<file path="config.mk">
export PLATFORM = sky130hd
export DESIGN_NAME = mtvb_div
export DESIGN_NICKNAME = d
export VERILOG_FILES = /design/src/sv/mtvb_pkg.sv /design/src/sv/mtvb_div.sv
export SDC_FILE = /design/constraint.sdc
export NUM_CORES = 1
export LEC_CHECK = 0
export BUFFER_PORTS_ARGS = -buffer_cell sky130_fd_sc_hd__buf_2
export CORE_MARGIN = 3
export CORE_UTILIZATION = 34
export CTS_BUF_LIST = sky130_fd_sc_hd__clkbuf_2
export DETAILED_ROUTE_END_ITERATION = 7
export PLACE_DENSITY = 0.59
export SYNTH_ARGS = -nofsm -noshare
export SYNTH_HDL_FRONTEND = slang
export SYNTH_SLANG_ARGS = --single-unit
</file>
<file path="constraint.sdc">
create_clock -name clk -period 2.3 [get_ports clk]
set_input_delay 0.115 -clock clk [delete_from_list [all_inputs] [get_ports clk]]
set_output_delay 0.115 -clock clk [all_outputs]
set_load 0.02 [all_outputs]
</file>
<file path="src/sv/mtvb_pkg.sv">
// Package: shared constants, types and helpers for the morph target vertex blend.
`timescale 1ns / 1ps
package mtvb_pkg;

    localparam int VERTEX_SLOTS_DEF = 4096;
    localparam int MAX_TARGETS_DEF  = 16;

    localparam int SLOT_W   = 12;
    localparam int TARGET_W = 4;
    localparam int WEIGHT_W = 16;
    localparam int POS_W    = 32;
    localparam int FRAC_W   = 16;
    localparam int TOTAL_W  = 21;
    localparam int T_W      = 17;   // blend factor, below 2.0 with 16 fraction bits

    localparam logic signed [TOTAL_W-1:0] ONE_Q14 = TOTAL_W'(16384);

    typedef enum logic [1:0] {
        FUNC_WEIGHT = 2'd0,
        FUNC_BASE   = 2'd1,
        FUNC_BLEND  = 2'd2,
        FUNC_NONE   = 2'd3
    } func_t;

    typedef enum logic {
        REG_BLEND_MODE     = 1'b0,
        REG_FRAME_FRACTION = 1'b1
    } cfg_index_t;

    typedef enum logic [2:0] {
        ST_IDLE,
        ST_DIV,
        ST_READ,
        ST_MUL,
        ST_WRITE,
        ST_OUT
    } state_t;

    // Saturate a 50-bit sum to the signed 32-bit range.
    function automatic logic signed [POS_W-1:0] sat32(input logic signed [49:0] v);
        logic signed [49:0] hi;
        logic signed [49:0] lo;
        begin
            hi = 50'sd2147483647;
            lo = -50'sd2147483648;
            if (v > hi)
                sat32 = 32'sh7fffffff;
            else if (v < lo)
                sat32 = 32'sh80000000;
            else
                sat32 = v[POS_W-1:0];
        end
    endfunction

endpackage

</file>
<file path="src/sv/mtvb_div.sv">
// Restoring divider for the normalised blend factor: floor(w * 2^16 / total).
`timescale 1ns / 1ps
module mtvb_div (
    input  logic                           clk,
    input  logic                           rst_n,
    input  logic                           start,
    input  logic [mtvb_pkg::WEIGHT_W-2:0]  dividend_w,  // non-negative weight
    input  logic [mtvb_pkg::TOTAL_W-1:0]   divisor,     // positive total
    output logic                           done,
    output logic [mtvb_pkg::T_W-1:0]       quotient
);
    import mtvb_pkg::*;

    localparam int NUM_W = WEIGHT_W - 1 + 16;   // 31-bit numerator
    localparam int CNT_W = $clog2(NUM_W + 1);

    logic [NUM_W-1:0]   num_reg, num_next;
    logic [TOTAL_W:0]   rem_reg, rem_next;
    logic [NUM_W-1:0]   quo_reg, quo_next;
    logic [CNT_W-1:0]   cnt_reg, cnt_next;
    logic               busy_reg, busy_next;
    logic               done_reg, done_next;
    logic [TOTAL_W:0]   trial;

    // One quotient bit per cycle
    always_comb
    begin
        num_next  = num_reg;
        rem_next  = rem_reg;
        quo_next  = quo_reg;
        cnt_next  = cnt_reg;
        busy_next = busy_reg;
        done_next = 1'b0;
        trial     = {rem_reg[TOTAL_W-1:0], num_reg[NUM_W-1]};
        if (start)
        begin
            num_next  = {dividend_w, 16'd0};
            rem_next  = '0;
            quo_next  = '0;
            cnt_next  = CNT_W'(NUM_W);
            busy_next = 1'b1;
        end
        else if (busy_reg)
        begin
            num_next = {num_reg[NUM_W-2:0], 1'b0};
            if (trial >= {1'b0, divisor})
            begin
                rem_next = trial - {1'b0, divisor};
                quo_next = {quo_reg[NUM_W-2:0], 1'b1};
            end
            else
            begin
                rem_next = trial;
                quo_next = {quo_reg[NUM_W-2:0], 1'b0};
            end
            cnt_next = cnt_reg - 1'b1;
            if (cnt_reg == CNT_W'(1))
            begin
                busy_next = 1'b0;
                done_next = 1'b1;
            end
        end
    end

    always_ff @(posedge clk or negedge rst_n)
    begin
        if (!rst_n)
        begin
            busy_reg <= 1'b0;
            done_reg <= 1'b0;
            cnt_reg  <= '0;
        end
        else
        begin
            busy_reg <= busy_next;
            done_reg <= done_next;
            cnt_reg  <= cnt_next;
        end
    end

    always_ff @(posedge clk)
    begin
        num_reg <= num_next;
        rem_reg <= rem_next;
        quo_reg <= quo_next;
    end

    assign done     = done_reg;
    assign quotient = quo_reg[T_W-1:0];

endmodule

</file>
== After elaboration in Yosys (flattened, before gate mapping) ==
Cells that the tools add are included.

* Register bits after elaboration: 60
* Output and inout bits: 18
* Word-level logic and storage cells: 23

* $add $sub $neg: 2
* $lt $le $gt $ge: 1
* Equality and inequality tests: 1
* Muxes and demuxes: 12
* Reduce and logical (&&, ||, !) cells: 1

{| class="wikitable"
|+ Operators by type and width
! kind !! count
|-
| two-way mux 31 bit || 2
|-
| >= comparator 22 x 21 -> 1 bit || 1
|-
| two-way mux 21 bit || 1
|-
| subtractor 21 bit || 1
|-
| two-way mux 5 bit || 2
|-
| two-way mux 1 bit || 7
|-
| == test 5 x 1 -> 1 bit, second input constant || 1
|-
| subtractor 5 x 1 -> 5 bit, second input constant || 1
|-
| nonzero test 2 bit || 1
|}

== Logic depth before layout (Yosys ltp) ==
Gate-level depths: netlist of the first run.

* Word-level depth: 4
* Gate-level depth with buffers: 12
* Gate-level depth less buffers: 11

== Worst setup path after synthesis of the first run ==
OpenSTA, ideal clock, no wires.

* Path kind: flip-flop to flip-flop
* Start point: reg num_reg[30]
* End point: reg rem_reg[0]
* Setup time: 0.079 ns
* Arrival time: 2.419 ns
* Setup slack: -0.199 ns
* Stages on the path, launching flop included: 12
* Path buffers: 0
* Period minus slack after synthesis: 2.499 ns
* Cell sequence: edfxtp_1 -> inv_1 -> ha_1 -> inv_1 -> fa_1 -> a211oi_2 -> o21bai_1 -> a211oi_1 -> o21ai_2 -> o22ai_2 -> mux2_1 -> a211oi_2

* Word-level cells in the longest chain between the ends: 2

{| class="wikitable"
|+ RTL lines
! element !! RTL line !! source
|-
| start: declaration || mtvb_div.sv:17 || <nowiki>logic [NUM_W-1:0] num_reg, num_next;</nowiki>
|-
| start signal: assignment || mtvb_div.sv:83 || <nowiki>num_reg <= num_next;</nowiki>
|-
| subtractor 21 bit or >= comparator 22 x 21 -> 1 bit (tied branches) || mtvb_div.sv:48, mtvb_div.sv:46 ||
|-
| two-way mux 21 bit (*) || mtvb_div.sv:46 || <nowiki>if (trial >= {1'b0, divisor})</nowiki>
|-
| end signal: assignment || mtvb_div.sv:84 || <nowiki>rem_reg <= rem_next;</nowiki>
|-
| end: declaration || mtvb_div.sv:18 || <nowiki>logic [TOTAL_W:0] rem_reg, rem_next;</nowiki>
|}

Mark *: on every way between the ends. The rest lies on a longest branch, timed or not.
A chain may end at the register's enable or synchronous reset.

== Worst setup path after layout of the first run ==
* Start point: reg num_reg[30]
* End point: reg rem_reg[20]

The elaborated chain is that of the path after synthesis.

==> metrics.md, run 1 <==
| Metric | Value |
|---|---|
| Status | finished, violations left |
| Failing checks | negative setup slack |
| Max_cap viols | 0 |
| WP data arrival | a little under 3000 ps |
| DRC viols | 0 |
| DIE WIDTH | around 110 µm |
| Dpl cells | 663 |
| Largest net degree at the start of global routing | 25 |
| Final Worst Setup Slack | -270 ps |
| First-pass GRT wire length | 16900 µm |
| Max layer used | met4 |
| CP Launch Type | register |
| # IOs | between 50 and 60 |
| Metal2 WL | between 4000 and 5000 µm |
| Critical path's largest stage delay | approximately 410 ps |
| CP Cell Sequence | inv_2, ha_4, inv_2, fa_2, a211oi_4, o21ai_2, a2111oi_4, nor2_2, a221oi_2, xnor2_1, o31a_1 |
| Clk Latency, worst-skew pair | between 500 and 600 ps |
| Metal-1 WL | about 4700 µm |
| CP Capture Type | register |
| Share of layout cells above drive strength 1 | between 30% and 40% |
| Post-placement worst setup slack | -369 ps |
| Setup-failing EPs final | 22 |
| Worst vdd ir | approximately 0.38 mV |
| Root Driver | clkbuf_2 |
| CTS Sinks | 60 |
| Full die area | around 12000 µm² |
| Worst min path class | in2reg |
| CP max-delay cell | edfxtp_1 |
| DR vias/cell | roughly 5 |
| Least-Margin Pin Slew | approximately 660 ps |
| Routed via count | approximately 3.6k |
| HPWL after detailed placement | around 7600 µm |
| Unique masters post-synth | between 50 and 60 |
| Routed WL | between 10000 and 15000 µm |
| Slew Limit Fails | 0 |
| Skew final | 25.0 ps |
| Logic pwr share | ~18% |
| Psw | 0.000589 W |
| Routed length per instance | 14.6 µm |
| Hold_ws | about 89 ps |
| Achievable clock frequency | about 390 MHz |
| Clock-pin slew on the worst setup and hold paths | about 170 ps |
| DR pass1 iterations | 4 |
| Port Buffers | 56 |
| Hold Vio Cnt, Final | 0 |
| GRT Overall Usage | between 10% and 20% |
| CTS tree | yes |
| Number of flip-flops in the largest register | 21 |
| Vias in the first global route | about 3.6k |
| Worst relative slew slack | between 50% and 60% |
| Most frequent cells in the layout | 73 x buf_4, 56 x buf_2, 53 x nor2_1, 38 x dfxtp_1 |
| Worst Path Buf+Inv | 2 |
| Pwr Density | around 400 nW/µm² |
| Setup Crit Path Kind | reg2reg |
| Post-Synthesis Cells | 420 |
| Tmin final | around 2600 ps |
| Synth async-reset ratio | a little under an eighth |
| Crit-path leading delay family | compound AO/OA/AOI/OAI gates |
| CTS Buf Count | 9 |
| Syn. warnings | 0 |
| Row count | 37 |
| Detail Route Antenna Nets | 0 |
| Core Area | about 11000 µm² |
| Mapped Area | about 3800 µm² |
| Clock share of power | 26.6% |
| Register area share after synthesis | roughly 37% |
| CP required | roughly 2700 ps |
| Routed wl met3 | 350 µm |
| Grt ovf | 0 |
| RSZ-0062 raised after global routing | true |
| Flop pwr share | approximately 56% |
| Die Height | about 110 µm |
| Flops & latches, synth | 60 |
| Leakage power | between 2 and 2.5 nW |
| Max FO, Critical Path | 2 |
| Tot Pwr | ~0.0020 W |
| CTS Buffer Depth | 2 |
| Most common cell after layout, fill and taps aside | buf_4 |
| Cell Int Power | 0.00145 W |
| Synth Flop Type | dfxtp_1 |
| Max H-tree Level | 3 |
| Cell mode on critical path | inv_2 |
| Area Overhead vs Synth | 34.7% |
| Tcrit/Tclk final | 112% |
| DR iter-0 viols | ~160 |
| RD Place Congestion | around 0.87 |
| Post-place instance area | around 4700 µm² |
| Syn nets | 483 |
| Initial antenna violation count | 0 |
| Fin cells | approximately 700 |
| # nets final | roughly 620 |
| Post-synth EDFFs | 15 |
| Inserted Diodes | 0 |
| Sw Share | about 29% |
| Mapped Avg Cell Area | roughly 9.0 µm² |
| Final Cell Area | ~5100 µm² |
| Initial core utilization | approximately 36% |
-- per-stage QoR --
| step | utilization [%] | TNS [ps] |
|---|---|---|
| floorplan | - | -171 |
| global placement | 44.5 | -3780 |
| detailed placement | 44.5 | -4520 |
| CTS | 47.7 | -5760 |
| global route | 48.3 | -8250 |
| finish | 48.3 | -4500 |
-- repair_timing --
item                                    4_1_cts  5_1_grt
pin swaps                                    17       11
cloned                                        0        1
hold buffers                                 17        0
endpoints found under the hold margin        22        0
gates resized for setup                      11       14
endpoints found under the setup margin       22       22
setup buffers                                 5        0
-- path summary, 6_finish.rpt --
| path | startpoint | end | slack (ps) | cells after the start |
|---|---|---|---|---|
| worst max-delay path | num_reg[30] | rem_reg[20] | -270 | 11 |
| worst min-delay path | start | cnt_reg[1] | 90 | 2 |
| worst max register to register | num_reg[30] | rem_reg[20] | -270 | 11 |
| worst min register to register | quo_reg[16] | quo_reg[16] | 520 | 2 |
| max in group asynchronous | rst_n | busy_reg | 1520 | 3 |
| min in group asynchronous | rst_n | cnt_reg[2] | 530 | 3 |
-- cell usage after synthesis, drive strengths merged (5+ instances only) --
library cell / count / area, µm²
nor2: 54 / 203
dfxtp: 38 / 761
inv: 30 / 113
nand2: 28 / 105
mux2i: 26 / 260
a21oi: 24 / 120
ha: 23 / 288
o21ai: 19 / 98.9
mux2: 16 / 180
edfxtp: 15 / 450
clkbuf: 14 / 52.6
a211oi: 12 / 100
nor3: 10 / 50.1
nand2b: 9 / 56.3
xnor2: 9 / 78.8
a21o: 7 / 52.6
a311oi: 7 / 61.3
dfrtp: 7 / 175
xor2: 7 / 61.3
buf: 5 / 36.3
nand4: 5 / 31.3
nor2b: 5 / 31.3
-- power groups by stage --
stage	clock, W	sequential [W]	combinational (W)
5_1_grt	0.000601	0.00114	0.000401
2_1_floorplan	0	0.00115	0.000189
6_report	0.000542	0.00114	0.000361
3_5_place_dp	0	0.00116	0.000315
4_1_cts	0.000554	0.00114	0.000352
3_3_place_gp	0	0.00116	0.000309
-- worst reg2reg max path, delay by kind of cell (launching register included) --
family                   cells  cell delay [ps]
XOR/XNOR                     1              100
AO/OA/AOI/OAI                5             1260
flip-flops                   1              410
adder cells (fa/ha/maj)      2              490
AND/OR/NAND/NOR              1              100
buffers and inverters        2              120
-- per-layer routing --
layer / vias to the layer above / track usage [%]
met3: 26 / 3.37
met1: 1673 / 20.5
met5: - / 0
met4: 0 / 6.00
met2: 81 / 27.9
li1: 1791 / -
-- cells by family after synthesis --
kind of cell | Yosys count | share of synthesized area [%]
DFF | 60 | 36.6
and+or+nand+nor | 132 | 16.4
buffers and inverters | 49 | 5.32
xor gates and xnor gates | 16 | 3.70
muxes | 42 | 11.6
adders and majority gates | 24 | 8.13
AOI/OAI and AO/OA | 97 | 18.2
-- final cells by class --
| class | count | area (µm²) |
|---|---|---|
| sequential | 60 | 1390 |
| inverter | 30 | 113 |
| clock inverter | 6 | 31.3 |
| fill | 1033 | 5460 |
| tap | 136 | 170 |
| timing repair buffer | 149 | 1040 |
| multi-input combinational | 311 | 2310 |
| clock buffer | 10 | 50.0 |
Note: power is estimated with default switching activity, not from simulation.
==> inputs of run 2 (changes only) <==
--- a/config.mk
+++ b/config.mk
@@ -5,12 +5,13 @@
 export SDC_FILE = /design/constraint.sdc
 export NUM_CORES = 1
 export LEC_CHECK = 0
+export ABC_AREA = 1
 export BUFFER_PORTS_ARGS = -buffer_cell sky130_fd_sc_hd__buf_2
 export CORE_MARGIN = 3
 export CORE_UTILIZATION = 34
 export CTS_BUF_LIST = sky130_fd_sc_hd__clkbuf_2
 export DETAILED_ROUTE_END_ITERATION = 7
-export PLACE_DENSITY = 0.59
+export PLACE_DENSITY = 0.57
 export SYNTH_ARGS = -nofsm -noshare
 export SYNTH_HDL_FRONTEND = slang
 export SYNTH_SLANG_ARGS = --single-unit
==> constraint.sdc (replaced) <==
create_clock -name clk -period 2.9 [get_ports clk]
set_input_delay 0.145 -clock clk [delete_from_list [all_inputs] [get_ports clk]]
set_output_delay 0.145 -clock clk [all_outputs]
set_load 0.02 [all_outputs]
==> metrics.md, run 2 <==
| Metric | Value |
|---|---|
| RD Place Congestion | 0.903 (+3.9%) |
| # nets final | 757 (+21%) |
| R2R cell count | 14 (+3) |
| Inserted Diodes | 0 (unchanged) |
| Initial antenna violation count | 0 (unchanged) |
| GRT Overall Usage | 15.7% (-0.70 points) |
| Final Cell Area | 4840 µm² (-5.2%) |
| Top-count cell post-synth | nand2_1 |
| Post-place instance area | 4560 µm² (-2.9%) |
| Row count | 39 (+5.4%) |
| Leading cell types by count after synthesis | 214 x nand2_1, 105 x inv_1, 54 x nor2_1, 38 x dfxtp_1, 29 x nand3_1 |
| CTS tree | yes |
| Leakage power | 2.63 nW (+8.4%) |
| Setup Crit Path Kind | reg2reg |
| Routed WL | 10300 µm (+0.86%) |
| R2R setup slack | 660 ps (+930 ps) |
| Least-Margin Pin Slew | 675 ps (+11.1 ps) |
| Die Height | 117 µm (+4.6%) |
| Max_cap viols | 0 (unchanged) |
| Setup-failing EPs final | 0 (-100%) |
| Full die area | 13600 µm² (+9.5%) |
| Clk Latency, worst-skew pair | 480 ps (-30 ps) |
| Initial core utilization | 35.6% (-0.31 points) |
| Area Overhead vs Synth | 16.1% |
| Critical path's largest stage delay | 430 ps (+20 ps) |
| Routed via count | 3947 (+11%) |
| Flops & latches, synth | 60 (unchanged) |
| Largest net degree at the start of global routing | 31 (+24%) |
| CP required | 3260 ps (+560 ps) |
| Routed length per instance | 12.2 µm (-16%) |
| CTS Buffer Depth | 2 (unchanged) |
| Slew Limit Fails | 0 (unchanged) |
| Synth async-reset ratio | 11.7% (unchanged) |
| Final Util | 41.3% (-7.0 points) |
| Number of flip-flops in the largest register | 21 (unchanged) |
| Ranking of synthesized cells by area | nand2_1 19%, dfxtp_1 18%, edfxtp_1 11%, inv_1 9.5%, ha_1 6.9% |
| WP data arrival | 2600 ps (-370 ps) |
| Max H-tree Level | 3 (unchanged) |
| Register area share after synthesis | 33.3% (-3.3 points) |
| Max FO, Critical Path | 17 (+15) |
| Setup TNS | 0 ps (+4500 ps) |
| Clock-pin slew on the worst setup and hold paths | 180 ps (about the same) |
| Synth Flop Type | dfxtp_1 |
| CP Cell Sequence | inv_1, ha_1, inv_1, fa_1, nand2_1, nand3_2, nand2_1, nand2_2, nand2_4, nand2_8, nand2_4, nor2_1, nor2_1, nor2_1 |
| CP Capture Type | register |
| Mapped Area | 4170 µm² (+10%) |
| Syn. warnings | 0 (unchanged) |
| Port Buffers | 56 (unchanged) |
| Worst min path class | in2reg |
| First-pass GRT wire length | 17200 µm (+1.4%) |
| Hold Vio Cnt, Final | 0 (unchanged) |
| CTS Buf Count | 9 (unchanged) |
| # IOs | 57 (unchanged) |
| CTS Sinks | 60 (unchanged) |
| CP max-delay cell | fa_1 |
| Root Driver | clkbuf_2 |
| Post-synth EDFFs | 15 (unchanged) |
| Worst relative slew slack | 55.0% (-0.32 points) |
| Syn nets | 685 (+42%) |
| Most frequent cells in the layout | 214 x nand2_1, 105 x inv_1, 56 x buf_2, 54 x nor2_1, 38 x dfxtp_1 |
| DR pass1 iterations | 5 (+1) |
| DRC viols | 0 (unchanged) |
| Mapped Avg Cell Area | 6.70 µm² (-26%) |
| Worst vdd ir | 0.295 mV (-22%) |
| Worst hold path depth | 2 (unchanged) |
| DR iter-0 viols | 193 (+22%) |
| CP Launch Type | register |
| Tmin final | 2240 ps (-330 ps) |
| Core Area | 11700 µm² (+11%) |
| Most common cell after layout, fill and taps aside | nand2_1 |
| Cell mode on critical path | nor2_1 |
| Status | completed |
| Synth top area share | 19.3% (-0.81 points) |
| Share of layout cells above drive strength 1 | 16.0% (-18 points) |
| Cell taking the most area after synthesis | nand2_1 |
| Pwr Density | 509 nW/µm² (+27%) |
| RSZ-0062 raised after global routing | false |
| DIE WIDTH | 117 µm (+4.6%) |
| Skew final | 36.3 ps (+11.4 ps) |
| Achievable clock frequency | 446 MHz (+15%) |
| Grt ovf | 0 (unchanged) |
| Tcrit/Tclk final | 77.2% (-34 points) |
| HPWL after detailed placement | 8100 µm (+7.2%) |
| Detail Route Antenna Nets | 0 (unchanged) |
| Post-Synthesis Cells | 622 (+48%) |
| Tot Pwr | 0.00246 W (+21%) |
| DR vias/cell | 4.69 (-7.8%) |
| Unique masters post-synth | 41 (-28%) |
| Vias in the first global route | 3786 (+4.7%) |
run 2: cell type report:
class                      count  area (µm²)
clock buffer                  11        55.1
inverter                     112         420
fill                        1243        6870
timing repair buffer          76         473
sequential                    60        1390
clock inverter                 5        52.6
tap                          143         179
multi-input combinational    435        2270
run 2: what timing repair did:
| action | CTS | global route |
|---|---|---|
| hold buffers | 17 | 0 |
| endpoints found under the setup margin | 0 | 0 |
| gates resized for setup | 0 | 0 |
| endpoints found under the hold margin | 22 | 0 |
| setup buffers | 0 | 0 |
run 2: cell families (layout without fill, tap and decap cells):
| family | count (synthesis) | count (layout) | synth area share (%) |
|---|---|---|---|
| AOI/OAI and AO/OA | 42 | 42 | 6.10 |
| xor gates and xnor gates | 7 | 7 | 1.47 |
| and+or+nand+nor | 362 | 362 | 39.5 |
| buffers and inverters | 127 | 204 | 12.2 |
| DFF | 60 | 60 | 33.3 |
| adders and majority gates | 24 | 24 | 7.39 |
run 2: power by group:
| part | switching, W | internal, W | total (W) | leakage [nW] |
|---|---|---|---|---|
| Sequential | 0.0000740 | 0.000940 | 0.00101 | 0.543 |
| Combinational | 0.000604 | 0.000346 | 0.000949 | 2.01 |
| Clock | 0.000295 | 0.000203 | 0.000497 | 0.0733 |
run 2: critical path, delay by kind of cell, from the launching register on:
kind	cells	cell delay [ps]
AND/OR/NAND/NOR	10	1030
adder cells (fa/ha/maj)	2	560
flip-flops	1	390
buffers and inverters	2	150
run 2: worst paths after layout:
check / to / startpoint
setup / recovery: rem_reg[15] / num_reg[30]
hold / removal: rem_reg[19] / start
setup reg to reg: rem_reg[15] / num_reg[30]
hold reg to reg: quo_reg[16] / quo_reg[16]
max in group asynchronous: cnt_reg[0] / rst_n
min in group asynchronous: done / rst_n
run 2: metal layers:
| layer | track usage (%) | share of wire [%] | routed length (µm) | vias up |
|---|---|---|---|---|
| met2 | 24.6 | 43 | 4410 | 80 |
| met4 | 5.50 | 1.5 | 153 | 0 |
| met1 | 21.9 | 50 | 5170 | 1748 |
| li1 | - | - | - | 2108 |
| met5 | 0 | 0 | 0 | - |
| met3 | 2.44 | 5.6 | 578 | 11 |
run 2: metrics by stage:
stage          hold WS (ps)  instances  setup WS [ps]
2_1_floorplan          -151        622            890
3_3_place_gp          -13.0        809            698
3_5_place_dp          -11.8        809            647
4_1_cts                77.2        842            633
5_1_grt                 113        842            388
6_report                113        842            660
==> inputs of run 3 (changes only) <==
==> constraint.sdc (replaced) <==
create_clock -name clk -period 2.1 [get_ports clk]
set_input_delay 0.105 -clock clk [delete_from_list [all_inputs] [get_ports clk]]
set_output_delay 0.105 -clock clk [all_outputs]
set_load 0.02 [all_outputs]
==> metrics.md, run 3 (synthesis results as in run 2) <==
| Metric | Value |
|---|---|
| Status | completed |
| Area Overhead vs Synth | 26.9% |
| CP Launch Type | register |
| Max layer used | met4 |
| # IOs | 57 (unchanged) |
| CP Capture Type | register |
| Routed WL | 11300 µm (+9.4%) |
| Grt ovf | 0 (unchanged) |
| CTS Sinks | 60 (unchanged) |
| Clock share of power | 18.9% (-1.3 points) |
| Most common cell after layout, fill and taps aside | nand2_1 |
| Largest net degree at the start of global routing | 32 (+3.2%) |
| Metal2 WL | 5320 µm (+21%) |
| Initial core utilization | 35.6% (unchanged) |
| Sw Share | 40.0% (+0.44 points) |
| Root Driver | clkbuf_2 |
| DR iter-0 viols | 244 (+26%) |
| HPWL after detailed placement | 8280 µm (+2.2%) |
| Achievable clock frequency | 493 MHz (+10%) |
| Final Util | 45.1% (+3.8 points) |
| DR pass1 iterations | 4 (-1) |
| Dpl cells | 819 (+1.2%) |
| CP required | 2510 ps (-750 ps) |
| Row count | 39 (unchanged) |
| CTS Buf Count | 9 (unchanged) |
| Tmin final | 2030 ps (-211 ps) |
| Routed wl met3 | 512 µm (-11%) |
| Final Cell Area | 5290 µm² (+9.3%) |
| Port Buffers | 56 (unchanged) |
| Slew Limit Fails | 0 (unchanged) |
| DIE WIDTH | 117 µm (unchanged) |
| Clk Latency, worst-skew pair | 480 ps (about the same) |
| Tcrit/Tclk final | 96.6% (+19 points) |
| First-pass GRT wire length | 17400 µm (+1.4%) |
| Die Height | 117 µm (unchanged) |
| Logic pwr share | 42.2% (+3.6 points) |
| Worst hold start | divisor[0] |
| Flop pwr share | 38.9% (-2.3 points) |
| Post-place instance area | 4630 µm² (+1.6%) |
| # nets final | 779 (+2.9%) |
| Psw | 0.00146 W (+50%) |
| Max FO, Critical Path | 7 (-10) |
| Worst relative slew slack | 48.3% (-6.7 points) |
| DRC viols | 0 (unchanged) |
| RSZ-0062 raised after global routing | true |
| Max H-tree Level | 3 (unchanged) |
| Vias in the first global route | 3847 (+1.6%) |
| Hold Vio Cnt, Final | 0 (unchanged) |
| Worst vdd ir | 0.497 mV (+68%) |
| Skew final | 25.4 ps (-11.0 ps) |
| Worst min path class | in2reg |
| Worst Setup SP | num_reg[30] |
| Fin cells | 864 (+2.6%) |
| Initial antenna violation count | 0 (unchanged) |
| Setup Crit Path Kind | reg2reg |
| Reg2Reg Launch Point | num_reg[30] |
| Max_cap viols | 0 (unchanged) |
| Share of layout cells above drive strength 1 | 23.3% (+7.3 points) |
| GRT Overall Usage | 16.1% (+0.43 points) |
| Least-Margin Pin Slew | 773 ps (+98.4 ps) |
| Hold_ws | 82.4 ps (-30.1 ps) |
| Core Area | 11700 µm² (unchanged) |
| Routed via count | 4106 (+4.0%) |
| Metal-1 WL | 5320 µm (+2.8%) |
| DR vias/cell | 4.75 (+1.4%) |
| Detail Route Antenna Nets | 0 (unchanged) |
| Routed length per instance | 13.1 µm (+6.6%) |
| Clock-pin slew on the worst setup and hold paths | 160 ps (-20 ps) |
| Inserted Diodes | 0 (unchanged) |
| Setup-failing EPs final | 0 (unchanged) |
| Number of flip-flops in the largest register | 21 (unchanged) |
| Full die area | 13600 µm² (unchanged) |
| RD Place Congestion | 0.921 (+1.9%) |
| Setup TNS | 0 ps (unchanged) |
| Cell Int Power | 0.00219 W (+47%) |
| CTS tree | yes |
| Pwr Density | 691 nW/µm² (+36%) |
| Leakage power | 2.73 nW (+3.6%) |
| Most frequent cells in the layout | 205 x nand2_1, 102 x inv_1, 56 x buf_2, 54 x nor2_1, 32 x dfxtp_1 |
| CTS Buffer Depth | 2 (unchanged) |
| WP data arrival | 2440 ps (-160 ps) |
run 3: cell count changes in the layout (fill, tap and decap cells not counted), sizes merged:
cell,change
buf,+19
nand2,+3
clkbuf,-2
clkinvlp,+2
run 3: layout make-up:
type,instances,area [µm²]
fillers,1194,6420
multi-input cells,438,2550
flip-flops and latches,60,1400
repair buffers,95,631
inverters,112,423
well taps,143,179
clock inverters,7,67.6
clock buffers,9,45.0
run 3: worst paths after layout:
| check | end | slack, ps | depth (start not counted) |
|---|---|---|---|
| max in group asynchronous | cnt_reg[1] | 1300 | 3 |
| hold reg to reg | quo_reg[16] | 490 | 2 |
| min in group asynchronous | done | 540 | 3 |
| setup reg to reg | rem_reg[15] | 70 | 14 |
| setup / recovery | rem_reg[15] | 70 | 14 |
| hold / removal | rem_reg[0] | 80 | 5 |
run 3: power groups by stage:
stage	clock network (W)	registers, W	logic [W]
3_3_place_gp	0	0.00142	0.00129
2_1_floorplan	0	0.00139	0.00102
5_1_grt	0.000768	0.00144	0.00174
3_5_place_dp	0	0.00142	0.00130
4_1_cts	0.000718	0.00140	0.00134
6_report	0.000690	0.00142	0.00154
run 3: through the flow:
stage / setup WS, ps / power (W)
2_1_floorplan: 90.5 / 0.00240
3_3_place_gp: 106 / 0.00272
5_1_grt: -70.9 / 0.00394
6_report: 70.8 / 0.00365
3_5_place_dp: 29.4 / 0.00272
4_1_cts: 7.88 / 0.00345
run 3: timing repair:
item                                    4_1_cts  5_1_grt
endpoints found under the setup margin        0       22
gates resized for setup                       0       56
hold buffers                                 17        0
setup buffers                                 0        8
hold endpoints to repair                     22        0
run 3: worst max-delay path, stage by stage (launching register included):
cell	delay (ps)
edfxtp_1	420
inv_2	90
ha_4	140
inv_4	30
fa_2	400
nand2_2	80
nand3_2	80
nand2_2	110
nand2_4	80
nand2_8	120
buf_6	140
nand4_1	70
nand2_1	90
nor2_1	40
nor2_1	80
run 3: routing by layer:
layer  vias up  global-route usage, %
li1       2143                      -
met1      1863                   21.8
met2        93                   26.2
met3         7                   2.33
met4         0                   5.81
met5         -                      0
